$ cat src/design/alids_pkg.sv
// Shared types and constants for the array list block.
// No dependencies; imported by every module of the block.
package alids_pkg;

    localparam int CAPACITY_DEF = 64;
    localparam int OUT_LIMIT    = 64;
    localparam int FUNC_W       = 3;
    localparam int DATA_W       = 32;
    localparam int POS_W        = 7;
    localparam int STATUS_W     = 3;
    localparam int WHERE_W      = 6;

    typedef enum logic [FUNC_W-1:0] {
        FN_INSERT  = 3'd0,
        FN_DEL_IDX = 3'd1,
        FN_DEL_VAL = 3'd2,
        FN_SEARCH  = 3'd3,
        FN_DISPLAY = 3'd4
    } t_func;

    typedef enum logic [STATUS_W-1:0] {
        ST_OK       = 3'd0,
        ST_BOUNDS   = 3'd1,
        ST_EMPTY    = 3'd2,
        ST_NOTFOUND = 3'd3,
        ST_FULL     = 3'd4,
        ST_BADOP    = 3'd5
    } t_status;

    typedef enum logic [1:0] {
        CO_HOLD   = 2'd0,
        CO_INSERT = 2'd1,
        CO_REMOVE = 2'd2,
        CO_ROTATE = 2'd3
    } t_cell_op;

    typedef struct packed {
        logic [FUNC_W-1:0]        func;
        logic signed [DATA_W-1:0] value;
        logic [POS_W-1:0]         position;
    } t_in_req;

    typedef struct packed {
        logic [STATUS_W-1:0]      status;
        logic signed [DATA_W-1:0] data;
        logic [WHERE_W-1:0]       where;
        logic                     last;
    } t_out_req;

    typedef struct packed {
        t_cell_op                 op;
        logic signed [DATA_W-1:0] value;
    } t_cell_cmd;

endpackage

$ cat src/design/alids_cell.sv
// One storage cell of the list chain: holds one entry and loads from a neighbor, the head or the insert value.
// Depends on alids_pkg for the cell command type.
module alids_cell import alids_pkg::*; #(
    parameter int IW  = 6,
    parameter int IDX = 0
) (
    input  logic                     i_clk,
    input  t_cell_cmd                i_cmd,
    input  logic [IW-1:0]            i_pos,
    input  logic [IW-1:0]            i_last,
    input  logic signed [DATA_W-1:0] i_left,
    input  logic signed [DATA_W-1:0] i_right,
    input  logic signed [DATA_W-1:0] i_wrap,
    output logic signed [DATA_W-1:0] o_data
);

    localparam logic [IW-1:0] MY_IDX = IW'(IDX);

    logic signed [DATA_W-1:0] r_data;
    logic signed [DATA_W-1:0] n_data;

    always_comb begin
        n_data = r_data;
        unique case (i_cmd.op)
            CO_INSERT: begin
                if (MY_IDX == i_pos) begin
                    n_data = i_cmd.value;
                end else if (MY_IDX > i_pos) begin
                    n_data = i_left;
                end
            end
            CO_REMOVE: begin
                if (MY_IDX >= i_pos) begin
                    n_data = i_right;
                end
            end
            CO_ROTATE: begin
                if (MY_IDX == i_last) begin
                    n_data = i_wrap;
                end else if (MY_IDX < i_last) begin
                    n_data = i_right;
                end
            end
            default: n_data = r_data;
        endcase
    end

    always_ff @(posedge i_clk) begin
        r_data <= n_data;
    end

    assign o_data = r_data;

endmodule

$ cat config.mk
export PLATFORM = sky130hd
export DESIGN_NAME = alids_cell
export DESIGN_NICKNAME = d
export VERILOG_FILES = /design/src/design/alids_pkg.sv /design/src/design/alids_cell.sv
export SDC_FILE = /design/constraint.sdc
export NUM_CORES = 1
export LEC_CHECK = 0
export BUFFER_PORTS_ARGS = -buffer_cell sky130_fd_sc_hd__buf_4
export CORE_ASPECT_RATIO = 1.25
export CORE_MARGIN = 2
export CORE_UTILIZATION = 41
export CTS_BUF_LIST = sky130_fd_sc_hd__clkbuf_8
export DETAILED_ROUTE_END_ITERATION = 8
export GPL_TIMING_DRIVEN = 0
export PLACE_DENSITY = 0.95
export SETUP_SLACK_MARGIN = 0.2
export SLEW_MARGIN = 20
export SYNTH_ARGS = -nofsm -noshare
export SYNTH_HDL_FRONTEND = slang
export SYNTH_SLANG_ARGS = --single-unit
export TNS_END_PERCENT = 50
$ cat constraint.sdc
create_clock -name i_clk -period 3.12 [get_ports i_clk]
set_input_delay 0.468 -clock i_clk [delete_from_list [all_inputs] [get_ports i_clk]]
set_output_delay 0.468 -clock i_clk [all_outputs]
set_load 0.02 [all_outputs]
* Yosys cells after proc, flatten, opt, wreduce, memory -nomap -nowiden *
Cells that the tools add are included.

word-level totals
  bits in registers = 32
  input bits = 143
  logic and storage cells = 20

operators by class
  reductions and logical operators = 4
  order comparisons = 3
  eq/ne operators = 6
  multiplexer cells = 6

operators by type and width
  kind                                                                                 number
  32-bit two-way mux                                                                   5
  32-bit case mux with 3 select lines                                                  1
  6-bit logical NOT                                                                    2
  1-bit by 6-bit greater-or-equal comparator with 1-bit output (first input constant)  1
  1-bit by 6-bit greater-than comparator with 1-bit output (first input constant)      1
  1-bit by 6-bit less-than comparator with 1-bit output (first input constant)         1
  3-bit inequality test (second input constant)                                        2
  2-bit == test (second input constant)                                                2
  4-bit AND reduction                                                                  1
  3-bit nonzero test                                                                   1
  2-bit by 1-bit == test with 1-bit output (second input constant)                     1
  2-bit inequality test (second input constant)                                        1

* Longest topological paths before layout *
  word-level depth = 4
  gate-level depth with buffers = 4
  mapped depth without buffers = 3

* Worst setup path before layout *
No wires, ideal clock.

  path kind = input -> register
  start = input port i_pos[5]
  end = register r_data[0] (netlist: o_data[0]) (enable)
  path buffers = 0
  cell stages on the path = 3
  path slack = 0.690 ns
  data arrival time = 2.037 ns
  cell sequence = or4_4 -> nor2_1 -> maj3_1

on the way
  cells in the longest elaborated chain, start to end = 3
  elaborated cells on any way between the ends = 6

RTL lines
  element                                                                           line              source
  start, declared                                                                   alids_cell.sv:9   input logic [IW-1:0] i_pos,
  1-bit by 6-bit greater-than comparator with 1-bit output (tied with other cells)  alids_cell.sv:28  end else if (MY_IDX > i_pos) begin
  3-bit inequality test (no line) / 2-bit inequality test (equally long branches)   -
  4-bit AND reduction (no line) *                                                   -
  end signal, assigned                                                              alids_cell.sv:49  r_data <= n_data;
  end, declared                                                                     alids_cell.sv:19  logic signed [DATA_W-1:0] r_data;

Mark *: on every way between the ends. The rest lies on a longest branch, timed or not.
A chain may end at the register's enable or synchronous reset.

* Final worst setup path *
  start = input port i_pos[5]
  end = register r_data[28] (netlist: o_data[28]) (enable)

Same word-level chain as after synthesis.

==> qor.yml <==
outcome: "finished, final reports clean"
setup_tns_ns: 0
yosys_warnings: 0
rsz0062_at_grt: "false"
async_reset_ff_share_pct: 0
finalWirelength_mm: 9.33
grt_overflow_total: 0
wl_per_cell_um: 19.6
slew_violations: 0
largest_reg_flops: 32
required_ns: 3.02
postCtsSetupBuffers: 0
numCtsBuffers: 5
slew_headroom_pct: 46.9
p_leak_nw: 1.45
postSynthAreaPerCell_sq_um: 9.31
via_per_inst: 6.38
hpwlAfterDp_mm: 6.96
drive_gt1_share_pct: 47.0
clkSinkCount: 32
cts_tree: "done"
cts_resized: 0
cp_cell_sequence: "buf_4 > or4_4 > nor2_1 > maj3_2"
setup_viol: 0
crit_end: "o_data[28]$_DFFE_PP_"
port_buffers: 174
multi_input_area_sq_um: 1060
path_max_fanout: 32
core_sq_um: 5080
cts_root_buffer: "clkbuf_8"
nFillCells: 407
place_congestion: 0.866
htree_levels: 2
synth_cells: 233
startpoint: "i_pos[5]"
max_cap_viol_count: 0
endpoint_kind: "register"
synth_seq_cells: 32
syn-num-nets: 376
first_iter_violations: 480
period_minus_slack_ns: 2.18
irDropWorstVdd_mv: 0.184
cts_buffer_depth: 2
die_h_um: 85.3
yosysSeqAreaShare_pct: 44.3
dr.pass1.iters: 6
ys.flop_type: "edfxtp_1"
die_w_um: 69.1
hp-class: "input port to register"
detail-route-antenna-nets: 0
total_power_mw: 1.21
synthToLayoutAreaGrowth_pct: 67.5
tightest_slew_ns: 0.796
syn-cell-area_sq_um: 2170
n_antenna_cell: 0
critPathKind: "input port to register"
groute.usage.overall_pct: 30.1
grt_pass1_wl_mm: 14.4
max_stage_delay_ns: 0.75
grt_pass1_vias: 3030
grt_max_degree: 33
hold_buffers: 0
maxClockFrequency_ghz: 0.458
p_per_area_nw_per_um2: 332
ys_top_cells_by_area: "edfxtp_1 44%, a32oi_1 13%, a31oi_1 9.2%"
antenna_found_initial: 0
netlist.area_leader.share_pct: 44.3
start_kind: "input port"
ff_latch_area_sq_um: 961
clkTransAtPathRegs_ns: 0.07
die_area_sq_um: 5890
ios: 175
start_util_pct: 42.7
arrival_ns: 2.08
fin_crit_sh_pct: 69.9
critPathSlowestCell: "maj3_2"
nNetsFinal: 557
num_rows: 29
synth_top_cell_by_area: "edfxtp_1"
route.detailed.drc: 0
finalHoldViolations: 0
vias: 3044
synth_cell_types: 18
synth-edff-count: 32
## cell type report
| type | count | area share (%) |
|---|---|---|
| multi-input combinational | 170 | 29.3 |
| clock buffer | 5 | 1.89 |
| sequential | 32 | 26.4 |
| timing repair buffer | 174 | 35.9 |
| buffer | 30 | 3.92 |
| inverter | 1 | 0.103 |
| clock inverter | 3 | 0.310 |
| tap | 62 | 2.13 |
## where the power goes
| part | leakage [nW] | internal [mW] | switching, mW |
|---|---|---|---|
| Combinational | 1.09 | 0.195 | 0.184 |
| Clock | 0.0482 | 0.149 | 0.154 |
| Sequential | 0.306 | 0.516 | 0.00963 |
| Total | 1.45 | 0.860 | 0.348 |
## metal layers
layer / GRT usage (%) / vias to the layer above / part of all wire [%]
met4: 11.2 / 0 / 2.7
met1: 34.9 / 1397 / 35
li1: - / 1332 / -
met3: 5.82 / 28 / 11
met2: 54.7 / 287 / 51
met5: 0 / - / 0
## worst max-delay path, delay by kind of cell
kind / cells / cell delay (ns)
buf+inv: 1 / 0.12
fa+ha+maj: 1 / 0.75
simple gates: 2 / 0.73
## layout by cell type (no fill, tap or decap), drive strengths merged
cell / Yosys / layout
clkinv: 1 / 2
nor4: 2 / 2
a31oi: 32 / 32
a32oi: 32 / 32
nor3b: 1 / 1
nand3: 32 / 32
or4: 2 / 2
or2: 1 / 1
o21ai: 64 / 64
clkbuf: 21 / 26
maj3: 1 / 1
nor2: 2 / 2
or3b: 1 / 1
buf: 9 / 183
edfxtp: 32 / 32
inv: 0 / 2
## through the flow
step                      setup slack (ns)  cell area, sq um  utilization [%]  cells  hold WS (ns)
after detailed placement             0.649              3550             70.0    469         0.852
after global placement               0.202              3550             70.0    469         0.844
after CTS                            0.940              3630             71.6    477         0.557
after floorplan                      0.690              2170                -    233         0.705
after global routing                 0.860              3630             71.6    477         0.564
final                                0.938              3630             71.6    477         0.566
## kinds of logic after synthesis
family          after synthesis  synth area share, %
flops                        32                 44.3
compound gates              128                 36.9
fa+ha+maj                     1                0.461
simple gates                 41                 11.6
buf+inv                      31                 6.75
## worst min path at each step
stage                     start  slack [ns]                   end  cells past startpoint
detailed placement    i_cmd[33]        0.85  o_data[25]$_DFFE_PP_                      2
floorplan             i_cmd[33]        0.71  o_data[25]$_DFFE_PP_                      1
global route        i_right[13]        0.56  o_data[13]$_DFFE_PP_                      3
CTS                   i_cmd[33]        0.56  o_data[25]$_DFFE_PP_                      2
global placement      i_cmd[33]        0.84  o_data[25]$_DFFE_PP_                      2
finish                i_cmd[33]        0.57  o_data[25]$_DFFE_PP_                      2
No activity file was read; power rests on OpenSTA's default activity.
