==> config.mk <==
export PLATFORM = sky130hd
export DESIGN_NAME = alids_ctrl
export DESIGN_NICKNAME = d
export VERILOG_FILES = /design/src/design/alids_pkg.sv /design/src/design/alids_ctrl.sv
export SDC_FILE = /design/constraint.sdc
export NUM_CORES = 1
export LEC_CHECK = 0
export ABC_AREA = 1
export BUFFER_PORTS_ARGS = -buffer_cell sky130_fd_sc_hd__clkbuf_2
export CORE_MARGIN = 2
export CORE_UTILIZATION = 25
export DETAILED_ROUTE_END_ITERATION = 8
export PLACE_DENSITY_LB_ADDON = 0.1
export SYNTH_ARGS = -nofsm -noshare
export SYNTH_HDL_FRONTEND = slang
export SYNTH_SLANG_ARGS = --single-unit
==> constraint.sdc <==
create_clock -name i_clk -period 5.6 [get_ports i_clk]
set_clock_uncertainty 0.05 [all_clocks]
set_input_delay 0.84 -clock i_clk [delete_from_list [all_inputs] [get_ports i_clk]]
set_output_delay 0.84 -clock i_clk [all_outputs]
set_load 0.02 [all_outputs]
==> src/design/alids_pkg.sv <==
// Shared types and constants for the array list block.
// No dependencies; imported by every module of the block.
package alids_pkg;

    localparam int CAPACITY_DEF = 64;
    localparam int OUT_LIMIT    = 64;
    localparam int FUNC_W       = 3;
    localparam int DATA_W       = 32;
    localparam int POS_W        = 7;
    localparam int STATUS_W     = 3;
    localparam int WHERE_W      = 6;

    typedef enum logic [FUNC_W-1:0] {
        FN_INSERT  = 3'd0,
        FN_DEL_IDX = 3'd1,
        FN_DEL_VAL = 3'd2,
        FN_SEARCH  = 3'd3,
        FN_DISPLAY = 3'd4
    } t_func;

    typedef enum logic [STATUS_W-1:0] {
        ST_OK       = 3'd0,
        ST_BOUNDS   = 3'd1,
        ST_EMPTY    = 3'd2,
        ST_NOTFOUND = 3'd3,
        ST_FULL     = 3'd4,
        ST_BADOP    = 3'd5
    } t_status;

    typedef enum logic [1:0] {
        CO_HOLD   = 2'd0,
        CO_INSERT = 2'd1,
        CO_REMOVE = 2'd2,
        CO_ROTATE = 2'd3
    } t_cell_op;

    typedef struct packed {
        logic [FUNC_W-1:0]        func;
        logic signed [DATA_W-1:0] value;
        logic [POS_W-1:0]         position;
    } t_in_req;

    typedef struct packed {
        logic [STATUS_W-1:0]      status;
        logic signed [DATA_W-1:0] data;
        logic [WHERE_W-1:0]       where;
        logic                     last;
    } t_out_req;

    typedef struct packed {
        t_cell_op                 op;
        logic signed [DATA_W-1:0] value;
    } t_cell_cmd;

endpackage

==> src/design/alids_ctrl.sv <==
// Sequencer of the array list: decodes requests, drives the cell chain, scans
// through rotation and holds the result register. Depends on alids_pkg.
module alids_ctrl import alids_pkg::*; #(
    parameter int CAPACITY = CAPACITY_DEF
) (
    input  logic                     i_clk,
    input  logic                     i_rst_n,
    input  logic                     i_in_valid,
    output logic                     o_in_ready,
    input  t_in_req                  i_in_req,
    output logic                     o_out_valid,
    input  logic                     i_out_ready,
    output t_out_req                 o_out_req,
    input  logic signed [DATA_W-1:0] i_head,
    output t_cell_cmd                o_cmd,
    output logic [$clog2(CAPACITY)-1:0] o_pos,
    output logic [$clog2(CAPACITY)-1:0] o_last
);

    localparam int IW   = $clog2(CAPACITY);
    localparam int CW   = $clog2(CAPACITY + 1);
    localparam int CMPW = (CW > POS_W) ? CW : POS_W;

    typedef enum logic [3:0] {
        S_IDLE = 4'b0001,
        S_EXEC = 4'b0010,
        S_SCAN = 4'b0100,
        S_FIN  = 4'b1000
    } t_state;

    t_state                   r_state, n_state;
    logic [CW-1:0]            r_count, n_count;
    logic                     r_out_valid, n_out_valid;
    t_out_req                 r_out, n_out;
    logic [FUNC_W-1:0]        r_func, n_func;
    logic signed [DATA_W-1:0] r_value, n_value;
    logic [POS_W-1:0]         r_pos, n_pos;
    logic [IW-1:0]            r_k, n_k;
    logic [IW-1:0]            r_idx, n_idx;
    logic                     r_hit, n_hit;
    logic signed [DATA_W-1:0] r_cap, n_cap;

    logic          slot_free;
    logic          emit;
    logic          step;
    logic [IW-1:0] last_idx;
    t_out_req      res;

    assign slot_free = !r_out_valid || i_out_ready;
    assign last_idx  = IW'(r_count - 1'b1);

    always_comb begin
        n_state  = r_state;
        n_count  = r_count;
        n_func   = r_func;
        n_value  = r_value;
        n_pos    = r_pos;
        n_k      = r_k;
        n_idx    = r_idx;
        n_hit    = r_hit;
        n_cap    = r_cap;
        emit     = 1'b0;
        step     = 1'b0;
        res      = '0;
        res.last = 1'b1;
        o_cmd.op    = CO_HOLD;
        o_cmd.value = r_value;
        o_pos       = r_idx;

        unique case (r_state)
            S_IDLE: begin
                if (i_in_valid) begin
                    n_func  = i_in_req.func;
                    n_value = i_in_req.value;
                    n_pos   = i_in_req.position;
                    n_state = S_EXEC;
                end
            end
            S_EXEC: begin
                n_k   = '0;
                n_hit = 1'b0;
                n_idx = IW'(r_pos);
                unique case (r_func) inside
                    FN_INSERT: begin
                        if (slot_free) begin
                            emit    = 1'b1;
                            n_state = S_IDLE;
                            if (r_count == '0) begin
                                o_cmd.op   = CO_INSERT;
                                o_pos      = '0;
                                n_count    = CW'(1);
                                res.status = ST_OK;
                                res.data   = r_value;
                            end else if (int'(r_count) >= CAPACITY) begin
                                res.status = ST_FULL;
                            end else if (CMPW'(r_pos) > CMPW'(r_count)) begin
                                res.status = ST_BOUNDS;
                            end else begin
                                o_cmd.op   = CO_INSERT;
                                o_pos      = IW'(r_pos);
                                n_count    = r_count + 1'b1;
                                res.status = ST_OK;
                                res.data   = r_value;
                                res.where  = r_pos[WHERE_W-1:0];
                            end
                        end
                    end
                    FN_DEL_IDX: begin
                        if (r_count == '0 || CMPW'(r_pos) >= CMPW'(r_count)) begin
                            if (slot_free) begin
                                emit       = 1'b1;
                                res.status = (r_count == '0) ? ST_EMPTY : ST_BOUNDS;
                                n_state    = S_IDLE;
                            end
                        end else begin
                            n_state = S_SCAN;
                        end
                    end
                    FN_DEL_VAL, FN_SEARCH: begin
                        if (r_count == '0) begin
                            if (slot_free) begin
                                emit       = 1'b1;
                                res.status = (r_func == FN_SEARCH) ? ST_NOTFOUND : ST_EMPTY;
                                n_state    = S_IDLE;
                            end
                        end else begin
                            n_state = S_SCAN;
                        end
                    end
                    FN_DISPLAY: begin
                        if (r_count == '0) begin
                            if (slot_free) begin
                                emit       = 1'b1;
                                res.status = ST_EMPTY;
                                n_state    = S_IDLE;
                            end
                        end else begin
                            n_state = S_SCAN;
                        end
                    end
                    default: begin
                        if (slot_free) begin
                            emit       = 1'b1;
                            res.status = ST_BADOP;
                            n_state    = S_IDLE;
                        end
                    end
                endcase
            end
            S_SCAN: begin
                step = (r_func != FN_DISPLAY) || (int'(r_k) >= OUT_LIMIT) || slot_free;
                if (step) begin
                    o_cmd.op = CO_ROTATE;
                    n_k      = IW'(r_k + 1'b1);
                    if ((r_func == FN_DEL_VAL || r_func == FN_SEARCH)
                        && !r_hit && i_head == r_value) begin
                        n_hit = 1'b1;
                        n_idx = r_k;
                    end
                    if (r_func == FN_DEL_IDX && r_k == r_idx) begin
                        n_cap = i_head;
                    end
                    if (r_func == FN_DISPLAY && int'(r_k) < OUT_LIMIT) begin
                        emit       = 1'b1;
                        res.status = ST_OK;
                        res.data   = i_head;
                        res.where  = WHERE_W'(r_k);
                        res.last   = (r_k == last_idx) || (int'(r_k) == OUT_LIMIT - 1);
                    end
                    if (r_k == last_idx) begin
                        n_state = (r_func == FN_DISPLAY) ? S_IDLE : S_FIN;
                    end
                end
            end
            S_FIN: begin
                if (slot_free) begin
                    emit    = 1'b1;
                    n_state = S_IDLE;
                    if (r_func == FN_DEL_IDX) begin
                        o_cmd.op   = CO_REMOVE;
                        n_count    = r_count - 1'b1;
                        res.status = ST_OK;
                        res.data   = r_cap;
                        res.where  = WHERE_W'(r_idx);
                    end else if (r_hit) begin
                        if (r_func == FN_DEL_VAL) begin
                            o_cmd.op = CO_REMOVE;
                            n_count  = r_count - 1'b1;
                        end
                        res.status = ST_OK;
                        res.data   = r_value;
                        res.where  = WHERE_W'(r_idx);
                    end else begin
                        res.status = ST_NOTFOUND;
                    end
                end
            end
            default: n_state = S_IDLE;
        endcase

        n_out_valid = emit || (r_out_valid && !i_out_ready);
        n_out       = emit ? res : r_out;
    end

    always_ff @(posedge i_clk) begin
        if (!i_rst_n) begin
            r_state     <= S_IDLE;
            r_count     <= '0;
            r_out_valid <= 1'b0;
        end else begin
            r_state     <= n_state;
            r_count     <= n_count;
            r_out_valid <= n_out_valid;
        end
    end

    always_ff @(posedge i_clk) begin
        r_out   <= n_out;
        r_func  <= n_func;
        r_value <= n_value;
        r_pos   <= n_pos;
        r_k     <= n_k;
        r_idx   <= n_idx;
        r_hit   <= n_hit;
        r_cap   <= n_cap;
    end

    assign o_in_ready  = (r_state == S_IDLE);
    assign o_out_valid = r_out_valid;
    assign o_out_req   = r_out;
    assign o_last      = last_idx;

endmodule
# After elaboration in Yosys (flattened, before gate mapping)
# Cells that the tools add are included.
# word_totals
reg_bits,141
output_inout_bits,90
input_bits,78
# op_classes
n_reduce_logical,26
n_eq_ne,24
addsub,3
n_mux,76
order_cmp,3
# ops
cell,count
38-bit two-way mux,4
41-bit one-hot mux with 3 select lines,1
40-bit two-way mux,2
39-bit two-way mux,2
7-bit two-way mux,9
6-bit two-way mux,10
41-bit two-way mux,1
35-bit two-way mux,1
32-bit == test,1
2-bit two-way mux,14
4-bit two-way mux,7
6-bit one-hot mux with 2 select lines,2
4-bit one-hot mux with 4 select lines,1
3-bit inequality test (second input constant),5
2-bit inequality test (second input constant),7
7-bit one-hot mux with 2 select lines,1
1-bit two-way mux,13
6-bit == test,2
3-bit one-hot mux with 4 select lines,1
3-bit AND reduction,4
4-bit one-hot mux with 2 select lines,1
8-bit AND reduction,1
7-bit by 1-bit adder with 7-bit output (second input constant),1
7-bit >= comparator,1
25 further kinds,40

# Depth between registers and ports, before layout
# depth
word_depth,7
mapped_depth,15
ltp_nobuf,14

# Worst setup path after synthesis
# No wires, ideal clock.
# synth_timing
kind,input -> register
startpoint,in i_out_ready
endpoint,reg r_cap[0] (enable)
setup_slack_ps,1526
arrival_time_ps,3563
path_stages,4
n_path_buf,1
path_cell_list,or2_1 > buf_2 > o21ai_0 > nor3_1
# synth_via
elab_chain_cells,3
# synth_lines
element,line,text
start: declaration,alids_ctrl.sv:12,"input logic i_out_ready,"
1-bit logical OR,alids_ctrl.sv:49,assign slot_free = !r_out_valid || i_out_ready;
1-bit logical OR,alids_ctrl.sv:151,step = (r_func != FN_DISPLAY) || (int'(r_k) >= OUT_LIMIT) || slot_free;
3-bit AND reduction (no line),-,
end signal: assignment,alids_ctrl.sv:225,r_cap <= n_cap;
end: declaration,alids_ctrl.sv:41,"logic signed [DATA_W-1:0] r_cap, n_cap;"
# Every way passes these cells.
# A chain may end at the register's enable or synchronous reset.

# Worst setup path after layout
# layout_timing
startpoint,reg r_count[0]
endpoint,out o_pos[2]
# layout_via
elab_chain_cells,7
word_cells_on_any_way,9
# layout_lines
element,line,text
start: declaration,alids_ctrl.sv:32,"logic [CW-1:0] r_count, n_count;"
start signal: assignment,alids_ctrl.sv:212,r_count <= n_count;
7-bit greater-than comparator,alids_ctrl.sv:96,end else if (CMPW'(r_pos) > CMPW'(r_count)) begin
6-bit two-way mux,alids_ctrl.sv:96,
6-bit two-way mux,alids_ctrl.sv:94,end else if (int'(r_count) >= CAPACITY) begin
6-bit two-way mux *,alids_ctrl.sv:88,if (r_count == '0) begin
6-bit two-way mux *,alids_ctrl.sv:85,if (slot_free) begin
6-bit two-way mux *,alids_ctrl.sv:83,unique case (r_func) inside
6-bit two-way mux *,alids_ctrl.sv:70,unique case (r_state)
end: declaration,alids_ctrl.sv:16,"output logic [$clog2(CAPACITY)-1:0] o_pos,"
# Every way passes the cells marked *; elsewhere a longest branch is shown, timed or not.

==> flow_metrics.env <==
export IMPL_status="completed"
export IMPL_hold_viol_final=0
export IMPL_antenna_cells=0
export IMPL_fin_nets=916
export IMPL_cp_end_kind="primary output"
export IMPL_slew_violations=0
export IMPL_synthFlopType="edfxtp_1"
export IMPL_rsz0062_at_grt="false"
export IMPL_synth_area_mm2=0.006802
export IMPL_critPathLaunchType="register"
export IMPL_synth_nets=744
export IMPL_fin_setup_tns_ns=0
export IMPL_grt_max_degree=43
export IMPL_hp_class="register to register"
export IMPL_cts_resized=0
export IMPL_cts_hold_buf=0
export IMPL_dp_hpwl_um=15170
export IMPL_fmax_mhz=268.6
export IMPL_ys_top_cells_by_area="edfxtp_1 57%, nand2_1 9.3%, a32oi_1 4.1%"
export IMPL_maxCapViolCount=0
export IMPL_synth_top_area_cell="edfxtp_1"
export IMPL_hold_path_startpoint="r_count[6]"
export IMPL_grt_usage_pct=15.26
export IMPL_viasPerCell=4.550
export IMPL_syn_area_per_cell_um2=10.38
export IMPL_vias=5369
export IMPL_antenna_found_initial=1
export IMPL_htreeDepth=4
export IMPL_start_util_pct=25.38
export IMPL_period_share_pct=66.47
export IMPL_tightest_slew_ns=1.054
export IMPL_cts_tree="done"
export IMPL_arrival_ns=2.83
export IMPL_coreArea_mm2=0.02680
export IMPL_synth_edf_count=129
export IMPL_grt_pass1_vias=5488
export IMPL_clk_path_buf_depth=2
export IMPL_die_area_mm2=0.02854
export IMPL_grt_ovfl_total=0
export IMPL_critPathKind="register to primary output"
export IMPL_wl_per_cell_um=17.85
export IMPL_die_x_um=168.9
export IMPL_leakage_uw=0.003626
export IMPL_power_per_cell_area_mw_per_mm2=317.3
export IMPL_fin_cells=1180
export IMPL_synth_top_cells_by_count="169 x nand2_1, 129 x edfxtp_1, 68 x inv_1, 48 x nand3_1, 37 x nor2_1"
export IMPL_r2r_slack_ns=2.48
export IMPL_area_delta_synth_final_pct=26.36
export IMPL_max_stage_delay_ns=0.47
export IMPL_cp_slowest_cell="dfxtp_1"
export IMPL_cp_top_family="simple AND/OR/NAND/NOR gates"
export IMPL_crit_chain="clkinv_1, ha_1, nand4_2, inv_1, nor3_2, nand3_1, o21ai_0, clkbuf_2"
export IMPL_first_iter_violations=295
export IMPL_crit_buf_inv=3
export IMPL_hold_depth=2
export IMPL_crit_cells=8
export IMPL_insertion_delay_ns=0.42
export IMPL_rr_startpoint="r_func[2]"
export IMPL_synth_top_area_share_pct=56.95
export IMPL_critPathLaunch="r_count[0]"
export IMPL_route_detailed_drc=0
export IMPL_dr_pass1_iters=5
export IMPL_port_buffers=167
export IMPL_ys_seq_area_share_pct=60.49
export IMPL_layout_drive_gt1_share_pct=26.58
export IMPL_rr_worst_depth=8
export IMPL_synth_async_reset_ratio_pct=0
export IMPL_synth_seq_cells=141
export IMPL_path_max_fanout=10
export IMPL_clk_pin_slew_ns=0.06
export IMPL_ios=168
export IMPL_synth_cell_types=44
export IMPL_cts_buffers=17
export IMPL_critical_path_required_ns=4.71
export IMPL_yosysWarnings=0
export IMPL_ant_nets=0
export IMPL_nFillCells=2770
export IMPL_syn_inst=655
export IMPL_report_final_setup_viol=0
export IMPL_grt_pass1_wl_um=32640
export IMPL_cts_root_buf="clkbuf_16"
export IMPL_post_place_cells=1149
export IMPL_clock_sinks=141
export IMPL_die_h_um=168.9
export IMPL_ir_worst_vdd_mv=0.1599
export IMPL_place_congestion=0.8015
export IMPL_post_cts_buffers=0
export IMPL_placementRows=60
export IMPL_min_period_ns=3.722
export IMPL_routed_wl_um=21070
export IMPL_synth_most_common_cell="nand2_1"
export IMPL_relSlewSlack_pct=29.46
-- layout by cell type, fill, tap and decap left out, drive strengths merged --
cell | netlist | layout
clkbuf | 5 | 185
nand2 | 172 | 172
edfxtp | 129 | 129
inv | 71 | 73
nand3 | 49 | 49
nor2 | 41 | 41
a32oi | 32 | 32
o21ai | 25 | 25
a21oi | 19 | 19
xor2 | 13 | 13
xnor2 | 13 | 13
dfxtp | 12 | 12
nand4 | 12 | 12
ha | 11 | 11
nor3 | 10 | 10
clkinv | 3 | 7
o221ai | 6 | 6
o22ai | 5 | 5
or2 | 5 | 5
clkinvlp | 0 | 4
buf | 13 | 4
bufinv | 0 | 3
a31oi | 2 | 2
o21a | 1 | 1
a211oi | 1 | 1
a22o | 1 | 1
o31ai | 1 | 1
o311ai | 1 | 1
nor4 | 1 | 1
nand3b | 1 | 1
-- final timing paths --
check | to
setup / recovery | o_pos[2]
hold / removal | r_count[6]
setup reg to reg | o_out_req[0]
hold reg to reg | r_count[6]
-- cell type report --
cell class,instances,area (um^2),share of cell area [%]
Multi-Input combinational cell,422,2310,26.87
Clock buffer,18,429.2,4.993
Inverter,74,281.5,3.276
Clock inverter,13,167.7,1.951
Sequential cell,141,4114,47.87
Tap cell,341,426.7,4.964
Timing Repair Buffer,171,865.8,10.07
-- worst min-delay path, cell delays in order (launching register included) --
cell and delay [ns]:
dfxtp_1 0.33, nand2_1 0.07, a21oi_1 0.05
-- per-stage QoR --
step / util, % / hold slack, ns / total power, uW / worst slack, ns / area [um^2]
finish: 32.07 / 0.4442 / 2727 / 1.878 / 8594
floorplan: - / 0.4079 / 1450 / 1.526 / 6802
global placement: 29.84 / 0.4302 / 1595 / 2.055 / 7998
global route: 32.07 / 0.4896 / 2851 / 1.650 / 8594
CTS: 32.07 / 0.4440 / 2770 / 1.844 / 8594
detailed placement: 29.84 / 0.4298 / 1593 / 2.052 / 7998
-- cell families after synthesis --
family,share of synthesized area [%]
AOI/OAI and AO/OA,9.584
buffers and inverters,5.813
DFF,60.49
adders and majority gates,2.024
and+or+nand+nor,18.75
xor gates and xnor gates,3.348
-- sequential cells by signal, indices dropped and copies added (netlist names) --
name         count
r_hit            1
r_idx            6
r_state          4
r_count          7
o_out_req       42
r_cap           32
r_pos            7
r_func           3
r_value         32
o_out_valid      1
r_k              6
-- metal layers --
layer	vias up	track usage [%]	share of wire (%)
li1	2650	-	-
met1	2535	20.56	46
met2	171	23.52	45
met3	13	4.489	7.2
met4	0	4.948	1.4
met5	-	0	0
-- where the power goes --
part | total [uW] | leakage, uW | switching (uW) | internal (uW)
logic | 298 | 0.00206 | 204 | 93.9
clock network | 1160 | 0.000277 | 463 | 701
registers | 1270 | 0.00129 | 48.1 | 1220
total | 2730 | 0.00363 | 714 | 2010
(Power assumes the default switching activity.)
